[src/rtl/ttt_pkg.sv]
// Shared types and codes of the timed task table.
// Used by ttt_ctrl, ttt_dp and timed_task_table_unit; depends on nothing.
package ttt_pkg;

	localparam int DEFAULT_TABLE_DEPTH = 16;
	localparam int ID_W                = 32;
	localparam int TIME_W              = 32;
	localparam int DELAY_W             = 31;

	typedef enum logic [1:0] {
		CMD_TICK   = 2'd0,
		CMD_SCHED  = 2'd1,
		CMD_CANCEL = 2'd2
	} cmd_code_t;

	typedef enum logic [2:0] {
		KIND_SCHEDULED = 3'd0,
		KIND_FULL      = 3'd1,
		KIND_CANCELED  = 3'd2,
		KIND_FIRED     = 3'd3,
		KIND_NO_FIRE   = 3'd4
	} kind_code_t;

	typedef struct packed {
		logic [1:0]         cmd;
		logic [DELAY_W-1:0] delay;
		logic [ID_W-1:0]    cancel_id;
	} req_t;

	typedef struct packed {
		logic [2:0]        kind;
		logic [ID_W-1:0]   task_id;
		logic [4:0]        removed;
		logic              has_pending;
		logic [TIME_W-1:0] next_deadline;
		logic              last;
	} rsp_t;

	// controller -> datapath
	typedef struct packed {
		logic accept;
		logic scan_init;
		logic sched;
		logic scan;
		logic commit;
		logic push_one;
		logic push_fire;
	} dp_cmd_t;

	// datapath -> controller
	typedef struct packed {
		logic is_sched;
		logic is_scan;
		logic is_tick;
		logic scan_done;
		logic fire_none;
		logic fire_last;
		logic slot_free;
	} dp_stat_t;

endpackage

[src/rtl/timed_task_table_unit.sv]
// Steps: a schedule passes dispatch, the schedule step and the result push; a cancel or
// tick runs the entry RAM scan at one entry per cycle, and a firing tick then gives its fired ids.
// Flow: one item at a time; the next transfer is taken once the last result is pushed,
// and a push waits while the output is stalled.
// Reset (arst_n low) empties the table and zeroes time and the id counter at once;
// entry RAMs are not cleared, the fill count marks what is held.
module timed_task_table_unit #(
	parameter int TABLE_DEPTH = ttt_pkg::DEFAULT_TABLE_DEPTH
) (
	input  logic          clk,
	input  logic          arst_n,
	input  logic          req_valid,
	output logic          req_stall,
	input  ttt_pkg::req_t req_data,
	output logic          rsp_valid,
	input  logic          rsp_stall,
	output ttt_pkg::rsp_t rsp_data
);

	// Command and status between the sequencer and the datapath.
	ttt_pkg::dp_cmd_t  dp_cmd;
	ttt_pkg::dp_stat_t dp_stat;

	// Sequencer: accept a transfer, dispatch on its command, run the table scan,
	// then hand results to the output register one at a time.
	ttt_ctrl u_ctrl (
		.clk      (clk),
		.arst_n   (arst_n),
		.req_valid(req_valid),
		.req_stall(req_stall),
		.stat     (dp_stat),
		.cmd      (dp_cmd)
	);

	// Datapath: packed entry table, compaction during scan, fired-id buffer,
	// earliest-deadline tracking and the output register. The output register
	// holds a result under stall while the sequencer takes the next transfer.
	ttt_dp #(.TABLE_DEPTH(TABLE_DEPTH)) u_dp (
		.clk      (clk),
		.arst_n   (arst_n),
		.req_data (req_data),
		.rsp_stall(rsp_stall),
		.rsp_valid(rsp_valid),
		.rsp_data (rsp_data),
		.cmd      (dp_cmd),
		.stat     (dp_stat)
	);

endmodule

[src/rtl/ttt_ram.sv]
// Generic single-write, single-read RAM with registered read data.
// No dependencies.
module ttt_ram #(
	parameter int WIDTH = 32,
	parameter int DEPTH = 16,
	localparam int AW   = $clog2(DEPTH)
) (
	input  logic             clk,
	input  logic             we,
	input  logic [AW-1:0]    waddr,
	input  logic [WIDTH-1:0] wdata,
	input  logic [AW-1:0]    raddr,
	output logic [WIDTH-1:0] rdata
);

	logic [WIDTH-1:0] mem_q [DEPTH];
	logic [WIDTH-1:0] rdata_q;

	always_ff @(posedge clk) begin
		if (we) begin
			mem_q[waddr] <= wdata;
		end
		rdata_q <= mem_q[raddr];
	end

	assign rdata = rdata_q;

endmodule

[src/rtl/ttt_dp.sv]
// Datapath of the timed task table: entry and fired-id RAMs, counters, summary.
// Depends on ttt_pkg and ttt_ram; driven by ttt_ctrl commands.
module ttt_dp #(
	parameter int TABLE_DEPTH = ttt_pkg::DEFAULT_TABLE_DEPTH
) (
	input  logic              clk,
	input  logic              arst_n,
	input  ttt_pkg::req_t     req_data,
	input  logic              rsp_stall,
	output logic              rsp_valid,
	output ttt_pkg::rsp_t     rsp_data,
	input  ttt_pkg::dp_cmd_t  cmd,
	output ttt_pkg::dp_stat_t stat
);

	localparam int AW = $clog2(TABLE_DEPTH);
	localparam int CW = $clog2(TABLE_DEPTH + 1);
	localparam int EW = ttt_pkg::ID_W + ttt_pkg::TIME_W;
	localparam logic [ttt_pkg::TIME_W-1:0] SIGN_BIT = {1'b1, {(ttt_pkg::TIME_W-1){1'b0}}};

	logic [1:0]                    cmd_q;
	logic [ttt_pkg::DELAY_W-1:0]   delay_q;
	logic [ttt_pkg::ID_W-1:0]      cid_q;
	logic [CW-1:0]                 count_q, rd_idx_q, wr_idx_q, fire_cnt_q, removed_q, emit_idx_q;
	logic [ttt_pkg::TIME_W-1:0]    time_q, sum_dl_q, best_key_q, best_dl_q;
	logic [ttt_pkg::ID_W-1:0]      next_id_q;
	logic                          best_v_q, rd_v_s1, rsp_valid_q;
	logic [2:0]                    res_kind_q;
	logic [ttt_pkg::ID_W-1:0]      res_id_q;
	logic [CW-1:0]                 res_removed_q;
	ttt_pkg::rsp_t                 rsp_q;

	logic                          is_tick, issue, full, slot_free, push;
	logic [EW-1:0]                 ent_rdata, ent_wdata;
	logic [ttt_pkg::ID_W-1:0]      ent_id, fire_rdata;
	logic [ttt_pkg::TIME_W-1:0]    ent_dl, diff, key, sched_dl, old_key, new_key;
	logic                          expired, drop, better, ent_we, fire_we, new_best;
	logic [AW-1:0]                 ent_waddr;

	assign is_tick   = (cmd_q == ttt_pkg::CMD_TICK);
	assign issue     = cmd.scan && (rd_idx_q != count_q);
	assign full      = (count_q == CW'(TABLE_DEPTH));
	assign slot_free = !rsp_valid_q || !rsp_stall;
	assign push      = cmd.push_one || cmd.push_fire;

	// entry under inspection, one per cycle
	assign ent_id  = ent_rdata[EW-1:ttt_pkg::TIME_W];
	assign ent_dl  = ent_rdata[ttt_pkg::TIME_W-1:0];
	assign diff    = ent_dl - time_q;
	assign expired = (diff == '0) || diff[ttt_pkg::TIME_W-1];
	assign drop    = is_tick ? expired : (ent_id == cid_q);
	assign key     = diff ^ SIGN_BIT;
	assign better  = !best_v_q || (key < best_key_q);

	// schedule: new key beats the old best only when strictly earlier
	assign sched_dl = time_q + {1'b0, delay_q};
	assign old_key  = (sum_dl_q - time_q) ^ SIGN_BIT;
	assign new_key  = {1'b1, delay_q};
	assign new_best = (count_q == '0) || (new_key < old_key);

	always_comb begin
		ent_we    = 1'b0;
		ent_waddr = wr_idx_q[AW-1:0];
		ent_wdata = ent_rdata;
		if (cmd.sched && !full) begin
			ent_we    = 1'b1;
			ent_waddr = count_q[AW-1:0];
			ent_wdata = {next_id_q, sched_dl};
		end else if (rd_v_s1 && !drop) begin
			ent_we = 1'b1;
		end
	end

	assign fire_we = rd_v_s1 && drop && is_tick;

	ttt_ram #(.WIDTH(EW), .DEPTH(TABLE_DEPTH)) u_entry_ram (
		.clk  (clk),
		.we   (ent_we),
		.waddr(ent_waddr),
		.wdata(ent_wdata),
		.raddr(rd_idx_q[AW-1:0]),
		.rdata(ent_rdata)
	);

	ttt_ram #(.WIDTH(ttt_pkg::ID_W), .DEPTH(TABLE_DEPTH)) u_fire_ram (
		.clk  (clk),
		.we   (fire_we),
		.waddr(fire_cnt_q[AW-1:0]),
		.wdata(ent_id),
		.raddr(emit_idx_q[AW-1:0]),
		.rdata(fire_rdata)
	);

	always_ff @(posedge clk or negedge arst_n) begin
		if (!arst_n) begin
			count_q     <= '0;
			time_q      <= '0;
			next_id_q   <= '0;
			rd_idx_q    <= '0;
			wr_idx_q    <= '0;
			fire_cnt_q  <= '0;
			removed_q   <= '0;
			emit_idx_q  <= '0;
			best_v_q    <= 1'b0;
			rd_v_s1     <= 1'b0;
			rsp_valid_q <= 1'b0;
		end else begin
			if (cmd.accept && (req_data.cmd == ttt_pkg::CMD_TICK)) begin
				time_q <= time_q + 1'b1;
			end
			if (cmd.scan_init) begin
				rd_idx_q   <= '0;
				wr_idx_q   <= '0;
				fire_cnt_q <= '0;
				removed_q  <= '0;
				emit_idx_q <= '0;
				best_v_q   <= 1'b0;
			end
			rd_v_s1 <= issue;
			if (issue) begin
				rd_idx_q <= rd_idx_q + 1'b1;
			end
			if (rd_v_s1) begin
				if (drop) begin
					if (is_tick) begin
						fire_cnt_q <= fire_cnt_q + 1'b1;
					end else begin
						removed_q <= removed_q + 1'b1;
					end
				end else begin
					wr_idx_q <= wr_idx_q + 1'b1;
					if (better) begin
						best_v_q <= 1'b1;
					end
				end
			end
			if (cmd.sched && !full) begin
				count_q   <= count_q + 1'b1;
				next_id_q <= next_id_q + 1'b1;
			end
			if (cmd.commit) begin
				count_q <= wr_idx_q;
			end
			if (cmd.push_fire) begin
				emit_idx_q <= emit_idx_q + 1'b1;
			end
			if (push) begin
				rsp_valid_q <= 1'b1;
			end else if (!rsp_stall) begin
				rsp_valid_q <= 1'b0;
			end
		end
	end

	always_ff @(posedge clk) begin
		if (cmd.accept) begin
			cmd_q   <= req_data.cmd;
			delay_q <= req_data.delay;
			cid_q   <= req_data.cancel_id;
		end
		if (rd_v_s1 && !drop && better) begin
			best_key_q <= key;
			best_dl_q  <= ent_dl;
		end
		if (cmd.sched) begin
			res_removed_q <= '0;
			if (full) begin
				res_kind_q <= ttt_pkg::KIND_FULL;
				res_id_q   <= '0;
			end else begin
				res_kind_q <= ttt_pkg::KIND_SCHEDULED;
				res_id_q   <= next_id_q;
				if (new_best) begin
					sum_dl_q <= sched_dl;
				end
			end
		end
		if (cmd.commit) begin
			sum_dl_q <= best_dl_q;
			if (is_tick) begin
				res_kind_q    <= ttt_pkg::KIND_NO_FIRE;
				res_id_q      <= '0;
				res_removed_q <= '0;
			end else begin
				res_kind_q    <= ttt_pkg::KIND_CANCELED;
				res_id_q      <= cid_q;
				res_removed_q <= removed_q;
			end
		end
		if (push) begin
			rsp_q.has_pending   <= (count_q != '0);
			rsp_q.next_deadline <= (count_q != '0) ? sum_dl_q : '0;
			if (cmd.push_fire) begin
				rsp_q.kind    <= ttt_pkg::KIND_FIRED;
				rsp_q.task_id <= fire_rdata;
				rsp_q.removed <= '0;
				rsp_q.last    <= stat.fire_last;
			end else begin
				rsp_q.kind    <= res_kind_q;
				rsp_q.task_id <= res_id_q;
				rsp_q.removed <= 5'(res_removed_q);
				rsp_q.last    <= 1'b1;
			end
		end
	end

	assign rsp_valid = rsp_valid_q;
	assign rsp_data  = rsp_q;

	assign stat.is_sched  = (cmd_q == ttt_pkg::CMD_SCHED);
	assign stat.is_scan   = is_tick || (cmd_q == ttt_pkg::CMD_CANCEL);
	assign stat.is_tick   = is_tick;
	assign stat.scan_done = (rd_idx_q == count_q) && !rd_v_s1;
	assign stat.fire_none = (fire_cnt_q == '0);
	assign stat.fire_last = ((emit_idx_q + CW'(1)) == fire_cnt_q);
	assign stat.slot_free = slot_free;

	a_count_bound: assert property (@(posedge clk) disable iff (!arst_n)
		count_q <= CW'(TABLE_DEPTH))
		else $error("table fill count beyond depth");

	a_compact_order: assert property (@(posedge clk) disable iff (!arst_n)
		wr_idx_q <= rd_idx_q)
		else $error("compaction write passed the read pointer");

	a_scan_balance: assert property (@(posedge clk) disable iff (!arst_n)
		!rd_v_s1 |-> ((CW+2)'(wr_idx_q) + (CW+2)'(fire_cnt_q) + (CW+2)'(removed_q)
			== (CW+2)'(rd_idx_q)))
		else $error("scanned entries not accounted as kept, fired or removed");

	a_emit_range: assert property (@(posedge clk) disable iff (!arst_n)
		cmd.push_fire |-> (emit_idx_q < fire_cnt_q))
		else $error("fired id emitted beyond those recorded");

endmodule

[src/rtl/ttt_ctrl.sv]
// Control state machine of the timed task table.
// Depends on ttt_pkg; steers ttt_dp through command and status structs.
module ttt_ctrl (
	input  logic              clk,
	input  logic              arst_n,
	input  logic              req_valid,
	output logic              req_stall,
	input  ttt_pkg::dp_stat_t stat,
	output ttt_pkg::dp_cmd_t  cmd
);

	typedef enum logic [6:0] {
		ST_IDLE     = 7'b0000001,
		ST_DISPATCH = 7'b0000010,
		ST_SCHED    = 7'b0000100,
		ST_SCAN     = 7'b0001000,
		ST_ONE      = 7'b0010000,
		ST_EMIT_RD  = 7'b0100000,
		ST_EMIT_WR  = 7'b1000000
	} state_t;

	state_t state_q, state_d;

	always_comb begin
		state_d   = state_q;
		cmd       = '0;
		req_stall = 1'b1;
		case (state_q)
			ST_IDLE: begin
				req_stall  = 1'b0;
				cmd.accept = req_valid;
				if (req_valid) begin
					state_d = ST_DISPATCH;
				end
			end
			ST_DISPATCH: begin
				if (stat.is_sched) begin
					state_d = ST_SCHED;
				end else if (stat.is_scan) begin
					cmd.scan_init = 1'b1;
					state_d       = ST_SCAN;
				end else begin
					state_d = ST_IDLE;
				end
			end
			ST_SCHED: begin
				cmd.sched = 1'b1;
				state_d   = ST_ONE;
			end
			ST_SCAN: begin
				cmd.scan = 1'b1;
				if (stat.scan_done) begin
					cmd.commit = 1'b1;
					state_d    = (stat.is_tick && !stat.fire_none) ? ST_EMIT_RD : ST_ONE;
				end
			end
			ST_ONE: begin
				if (stat.slot_free) begin
					cmd.push_one = 1'b1;
					state_d      = ST_IDLE;
				end
			end
			ST_EMIT_RD: begin
				state_d = ST_EMIT_WR;
			end
			ST_EMIT_WR: begin
				if (stat.slot_free) begin
					cmd.push_fire = 1'b1;
					state_d       = stat.fire_last ? ST_IDLE : ST_EMIT_RD;
				end
			end
			default: begin
				state_d = ST_IDLE;
			end
		endcase
	end

	always_ff @(posedge clk or negedge arst_n) begin
		if (!arst_n) begin
			state_q <= ST_IDLE;
		end else begin
			state_q <= state_d;
		end
	end

	a_push_slot: assert property (@(posedge clk) disable iff (!arst_n)
		(cmd.push_one || cmd.push_fire) |-> stat.slot_free)
		else $error("result pushed into an occupied output register");

	a_accept_idle: assert property (@(posedge clk) disable iff (!arst_n)
		cmd.accept |=> (state_q == ST_DISPATCH))
		else $error("accepted transfer not dispatched");

endmodule
[config.mk]
export PLATFORM = sky130hd
export DESIGN_NAME = timed_task_table_unit
export DESIGN_NICKNAME = d
export VERILOG_FILES = /design/src/rtl/ttt_pkg.sv /design/src/rtl/timed_task_table_unit.sv /design/src/rtl/ttt_ram.sv /design/src/rtl/ttt_dp.sv /design/src/rtl/ttt_ctrl.sv
export SDC_FILE = /design/constraint.sdc
export NUM_CORES = 2
export LEC_CHECK = 0
export BUFFER_PORTS_ARGS = -buffer_cell sky130_fd_sc_hd__buf_2
export CORE_MARGIN = 2
export CORE_UTILIZATION = 54
export CTS_CLUSTER_DIAMETER = 120
export CTS_CLUSTER_SIZE = 8
export DETAILED_ROUTE_END_ITERATION = 8
export MAX_ROUTING_LAYER = met4
export PLACE_DENSITY = 0.66
export SLEW_MARGIN = 20
export SYNTH_ARGS = -nofsm -noshare
export SYNTH_HDL_FRONTEND = slang
export SYNTH_HIERARCHICAL = 1
export SYNTH_SLANG_ARGS = --single-unit
[constraint.sdc]
create_clock -name clk -period 14.9 [get_ports clk]
set_input_delay 2.235 -clock clk [delete_from_list [all_inputs] [get_ports clk]]
set_output_delay 2.235 -clock clk [all_outputs]
set_load 0.02 [all_outputs]
; Word-level counts from Yosys, hierarchy flattened
; Memory sizes are Yosys's and may differ from the RTL's. A register that Yosys moved wholly into a read port is not among the register bits.
; Cells that the tools add are included.
[word_totals]
ff_bits = 379
input_bits = 69
mem_count = 2
mem_bits_rw = 1536
[classes]
eq_ne = 20
magnitude_cmp = 2
bitwise_logic = 2
muxes = 67
addsub = 11
reduce_logical = 35
[mem_list]
columns = memory, words, width, read_ports, rd_clocked_by_memory_dff, write_ports, line
row1 = u_dp.u_entry_ram.mem_q, 16, 64, 1, 1, 1, ttt_ram.sv:16  ; logic [WIDTH-1:0] mem_q [DEPTH];
row2 = u_dp.u_fire_ram.mem_q, 16, 32, 1, 1, 1, ttt_ram.sv:16
[ops]
columns = op, count
row1 = 32-bit two-way mux, 8
row2 = 5-bit two-way mux, 19
row3 = "32-bit by 1-bit adder with 32-bit output, second input constant", 2
row4 = 32-bit less-than comparator, 2
row5 = 64-bit two-way mux, 1
row6 = 32-bit subtractor, 2
row7 = 7-bit case mux with 7 select lines, 1
row8 = 37-bit two-way mux, 1
row9 = 32-bit by 31-bit adder with 32-bit output, 1
row10 = 32-bit equality test, 1
row11 = 32-bit zero test, 1
row12 = "5-bit by 1-bit adder with 5-bit output, second input constant", 6
row13 = 7-bit two-way mux, 4
row14 = 1-bit two-way mux, 24
row15 = 4-bit two-way mux, 3
row16 = 6-bit two-way mux, 2
row17 = 5-bit equality test, 2
row18 = 5-bit zero test, 2
row19 = 2-bit nonzero test, 5
row20 = 1-bit logical AND, 9
row21 = 3-bit two-way mux, 3
row22 = "7-bit by 1-bit equality test with 1-bit output, second input constant", 1
row23 = "7-bit by 2-bit equality test with 1-bit output, second input constant", 1
row24 = "7-bit by 3-bit equality test with 1-bit output, second input constant", 1
row25 = 18 further kinds, 35

; Longest topological paths before layout
[logic_depth]
word_depth = 10
mapped_depth = 27

; Modules after synthesis
; The synthesis kept the hierarchy.
[by_module_without_submodules]
columns = mod, cells_per_inst, area_per_inst_um2, n_inst, seq_area_each_um2
row1 = ttt_ram at u_dp.u_entry_ram, 1647, 39581.7, 1, 32030.7
row2 = ttt_dp, 2080, 21939.8, 1, 10685.2
row3 = ttt_ram at u_dp.u_fire_ram, 838, 19854.0, 1, 16015.4
row4 = ttt_ctrl, 63, 559.3, 1, 176.4

; Worst setup path after synthesis
; Ideal clock, no wire load.
[synth_path]
kind = register to register
from = register u_dp/time_q[0] in the netlist's numbering
to = memory u_dp/u_entry_ram/mem_q[0][0] in the netlist's numbering (enable)
required_time_ps = 14335
setup_ps = 565
path_stages_with_launch = 16
n_path_buf = 0
synth_period_minus_slack_ps = 8674
slack_ps = 6226
arrival_ps = 8110
cell_sequence = dfrtp_1 -> ha_1 -> fa_1 -> nand2b_1 -> a211o_1 -> a31o_2 -> a21oi_1 -> mux2i_1 -> a2111oi_0 -> and4bb_1 -> and4_1 -> nand2_1 -> o2111ai_4 -> nand2_1 -> or3b_2 -> nor3_1
[synth_between]
elab_chain_len = 10
[synth_lines]
columns = element, line
row1 = from (decl), ttt_dp.sv:25  ; logic [ttt_pkg::TIME_W-1:0] time_q, sum_dl_q, best_key_q, best_dl_q;
row2 = from (signal assigned), ttt_dp.sv:109  ; time_q <= time_q + 1'b1;
row3 = 32-bit subtractor (*), ttt_dp.sv:49  ; assign diff = ent_dl - time_q;
row4 = 32-bit zero test, ttt_dp.sv:50  ; assign expired = (diff == '0) || diff[ttt_pkg::TIME_W-1];
row5 = 1-bit logical OR (*), ttt_dp.sv:50
row6 = 1-bit two-way mux (*), ttt_dp.sv:51  ; assign drop = is_tick ? expired : (ent_id == cid_q);
row7 = 1-bit zero test (*), ttt_dp.sv:69  ; end else if (rd_v_s1 && !drop) begin
row8 = 1-bit logical AND (*), ttt_dp.sv:69
row9 = 1-bit two-way mux (*), ttt_dp.sv:69
row10 = 1-bit two-way mux (*), ttt_dp.sv:65  ; if (cmd.sched && !full) begin
row11 = via u_dp.ent_we, ttt_dp.sv:37  ; logic expired, drop, better, ent_we, fire_we, new_best;
row12 = 1-bit two-way mux (*), ttt_ram.sv:20  ; if (we) begin
row13 = 1-bit two-way mux (implied by the code) (*), ttt_ram.sv:21  ; mem_q[waddr] <= wdata;
row14 = to (decl), ttt_ram.sv:16
; Mark *: on every way through the listed nets, which the timed path passes. The rest lies on a longest branch.

; Final worst setup path
[layout_path]
from = register u_dp/time_q[0] in the netlist's numbering
to = memory u_dp/u_entry_ram/mem_q[1][58] in the netlist's numbering (enable)
; Same word-level chain as after synthesis.

==> results.md <==
* Hpwl dp at roughly 120,000 um
* Sinks on Clock Net at 2,011
* CTS hold repair buffers at 0
* FFs w/ async S/R, synth at slightly above 5%
* Worst relative slew slack at approximately 23%
* Setup violators final at 0
* R2r worst-path depth at 16
* Reg2Reg Setup Slack at between 8 and 9 ns
* CP peak stage delay at about 0.84 ns
* CP Capture Point: u_dp/u_entry_ram/mem_q[1][58]
* Top-area cell type share of the netlist area at about two thirds
* Critical path's slowest cell: nor2_4
* Core Area at between 150,000 and 200,000 um2
* Inserted Clock Buffers at ~300
* Cell internal pwr at ~0.011 W
* Status: completed
* Type of the tightest min-delay check: flop to flop
* P_sw at 0.00387 W
* Worst path most repeated cell: nand2_1
* Setup TNS at 0 ns
* RSZ-0062 raised after global routing: false
* Final Power at ~0.015 W
* Drt total wl at 200,000 um
* Drt first-iter violations at between 5k and 6k
* Final Util at between 60% and 70%
* Reg clk slew, reported paths at ~0.05 ns
* Post-synth EDFFs at approximately 1.8k
* Most used DFF post-synth: edfxtp_1
* Reg2reg start: u_dp/time_q[0]
* Clk buf depth at 4
* CP required at between 15 and 20 ns
* Placer Congestion at 0.906
* VDD IR max at between 100 and 150 uV
* Routed vias/inst at ~6.2
* Post-Syn Instances at between 4k and 5k
* Total GRT Usage at 26.7%
* Crit path from: u_dp/time_q[0]
* #FFs+latches synth at 2,011
* Largest net degree at the start of global routing at between 100 and 150
* Initial core utilization at between 50 and 60%
* Area Overhead vs Synth at 14.5%
* Syn. warnings at 6
* Wire per inst at about 28 um
* 1st-pass router iterations at 8
* Final Max Tran Viols at 0
* Max Cap Violations at 0
* Power density over the cells at roughly 160 nW/um2
* Mean Syn Cell Area at between 15 and 20 um2
* Critical path, cell by cell: ha_1 -> fa_1 -> nand2b_1 -> a211o_1 -> a31o_2 -> a21oi_1 -> mux2i_1 -> a2111oi_0 -> and4bb_1 -> and4_1 -> nand2_1 -> o2111ai_4 -> nand2_1 -> or3b_2 -> nor2_4 -> buf_4
* Num ports at approximately 150
* GRT overflow at 0
* Die Wd at 394 um
* Sequential Power Share at a little under half
* Worst-skew pair later-pin latency at 0.89 ns
* Post-CTS Resized at 0
* Total vias in the final route at roughly 44k
* Die area at 155,000 um2
* Power share of the clock group at between 30% and 40%
* Layout cells sized above 1 at a little over a fifth
* Depth of the worst hold-timing path at 0
* H-Tree Depth at 5
* Die Y at 394 um
* Final critical-path required period at 6.58 ns
* Setup bufs post-CTS at 0
* Number of global-route vias before repair at approximately 45k
* Final Hold Fails at 0
* Routed Antenna Nets at 0
* Crit Path Max Fanout at 38
* Fin crit share at 44.2%
* Crit path launch type: flop
* Synth cell count leaders: edfxtp_1 (1,811), nand2_1 (385), mux4_2 (384)
* WP data arrival at 7.07 ns
* Fmax at roughly 150 MHz
* DRC viols at 0
* CP Capture Type: flop
* Area of the mapped netlist at around 82,000 um2
* Synth unique cells at 83
* Fin Clk Skew at ~0.053 ns
* Switching Fraction at between 20% and 30%
* CTS tree: built
* Syn nets at between 4k and 5k
* Worst R2R End: u_dp/u_entry_ram/mem_q[1][58]
* Register area share after synthesis at 71.9%
* Nets@finish at 5,225
* Synth area leader: edfxtp_1
* Worst Path Class, Setup: flop to flop
* Leak at roughly 32 nW
* Row count at between 100 and 150
* Root Driver: clkbuf_16
* Hold_sp: u_dp/u_entry_ram/rdata[0]
* Synth area leaders: edfxtp_1 (66%), mux4_2 (11%), dfrtp_1 (3.1%), ha_1 (2.5%), dfxtp_1 (2.3%)
* First-pass GRT wire length at 295,000 um
* Most common cell in the netlist: edfxtp_1
* Worst Tran Pin Value at approximately 1.2 ns
* Port bufs at roughly 140
* Combinational share of power at 15.0%
* Initial antenna violation count at 13
## registers in the layout, indices dropped and copies added (netlist names), 32 cells and up
| signal | cells |
|---|---|
| u_dp/rsp_data | 74 |
| u_dp/best_dl_q | 32 |
| u_dp/u_entry_ram/rdata | 64 |
| u_dp/res_id_q | 32 |
| u_dp/u_fire_ram/mem_q | 512 |
| u_dp/best_key_q | 32 |
| u_dp/sum_dl_q | 32 |
| u_dp/u_entry_ram/mem_q | 1024 |
| u_dp/u_fire_ram/rdata | 32 |
| u_dp/next_id_q | 32 |
| u_dp/time_q | 32 |
| u_dp/cid_q | 32 |
## per-stage QoR
stage | area, um2 | hold WS, ns | setup WS [ns] | cells
3_3_place_gp | 85400 | 0.422 | 8.59 | 6697
3_5_place_dp | 85400 | 0.428 | 8.47 | 6698
5_1_grt | 93800 | 0.472 | 8.03 | 7160
6_report | 93800 | 0.439 | 8.32 | 7161
2_1_floorplan | 81900 | 0.408 | 6.23 | 4628
4_1_cts | 93700 | 0.440 | 8.38 | 7154
## layer usage
metal | track usage, % | share of wire, % | routed length (um)
met1 | 38.6 | 43 | 85900
met2 | 39.4 | 46 | 92200
met3 | 4.77 | 8.6 | 17200
met4 | 7.40 | 2.4 | 4770
met5 | - | 0 | 0
## area by class of cell
class / count / area, um2
Antenna cell: 3 / 7.51
Clock buffer: 450 / 8240
Clock inverter: 6 / 58.8
Fill cell: 10700 / 56500
Inverter: 108 / 405
Multi-Input combinational cell: 2313 / 22000
Sequential cell: 2011 / 58900
Tap cell: 2016 / 2520
Timing Repair Buffer: 254 / 1640
## cell families (layout without fill, tap and decap cells)
family | count (synthesis) | after routing | synth area share [%]
buf+inv | 304 | 818 | 1.67
mux | 437 | 437 | 11.3
other cells | 0 | 3 | 0
compound gates | 669 | 669 | 5.57
simple gates | 853 | 853 | 5.01
flops | 2011 | 2011 | 71.9
fa+ha+maj | 167 | 167 | 2.58
xor+xnor | 187 | 187 | 2.00
## power groups by stage
| stage | logic (W) | registers, W | clock network, W |
|---|---|---|---|
| after floorplan | 0.00169 | 0.00685 | 0 |
| after global placement | 0.00226 | 0.00699 | 0 |
| after detailed placement | 0.00228 | 0.00700 | 0 |
| after CTS | 0.00229 | 0.00690 | 0.00612 |
| after global routing | 0.00249 | 0.00692 | 0.00634 |
| final | 0.00228 | 0.00690 | 0.00602 |
## critical path: cells and delay by family, from the launching register on
family | cells | cell delay, ns
AND/OR/NAND/NOR | 7 | 2.54
AO/OA/AOI/OAI | 5 | 1.52
buffers and inverters | 1 | 0.70
adder cells (fa/ha/maj) | 2 | 0.65
flip-flops | 1 | 0.45
multiplexers | 1 | 0.28
## worst min path at each step
stage	endpoint	slack, ns
global placement	u_dp/best_dl_q[0]	0.42
floorplan	u_dp/best_dl_q[0]	0.41
detailed placement	u_dp/best_dl_q[0]	0.43
global route	u_dp/best_dl_q[24]	0.47
finish	u_dp/best_dl_q[0]	0.44
CTS	u_dp/best_dl_q[0]	0.44
## layout by cell type (no fill, tap or decap), drive strengths merged, types with 94 or more instances in the layout
cell | Yosys | routed
nor2 | 108 | 108
o21ai | 137 | 137
clkbuf | 110 | 450
dfrtp | 103 | 103
dfxtp | 96 | 96
ha | 164 | 164
mux4 | 384 | 384
edfxtp | 1811 | 1811
buf | 86 | 254
a21oi | 108 | 108
nand2 | 385 | 385
a22oi | 193 | 193
inv | 108 | 112
xnor2 | 94 | 94
No activity file was read; power rests on OpenSTA's default activity.
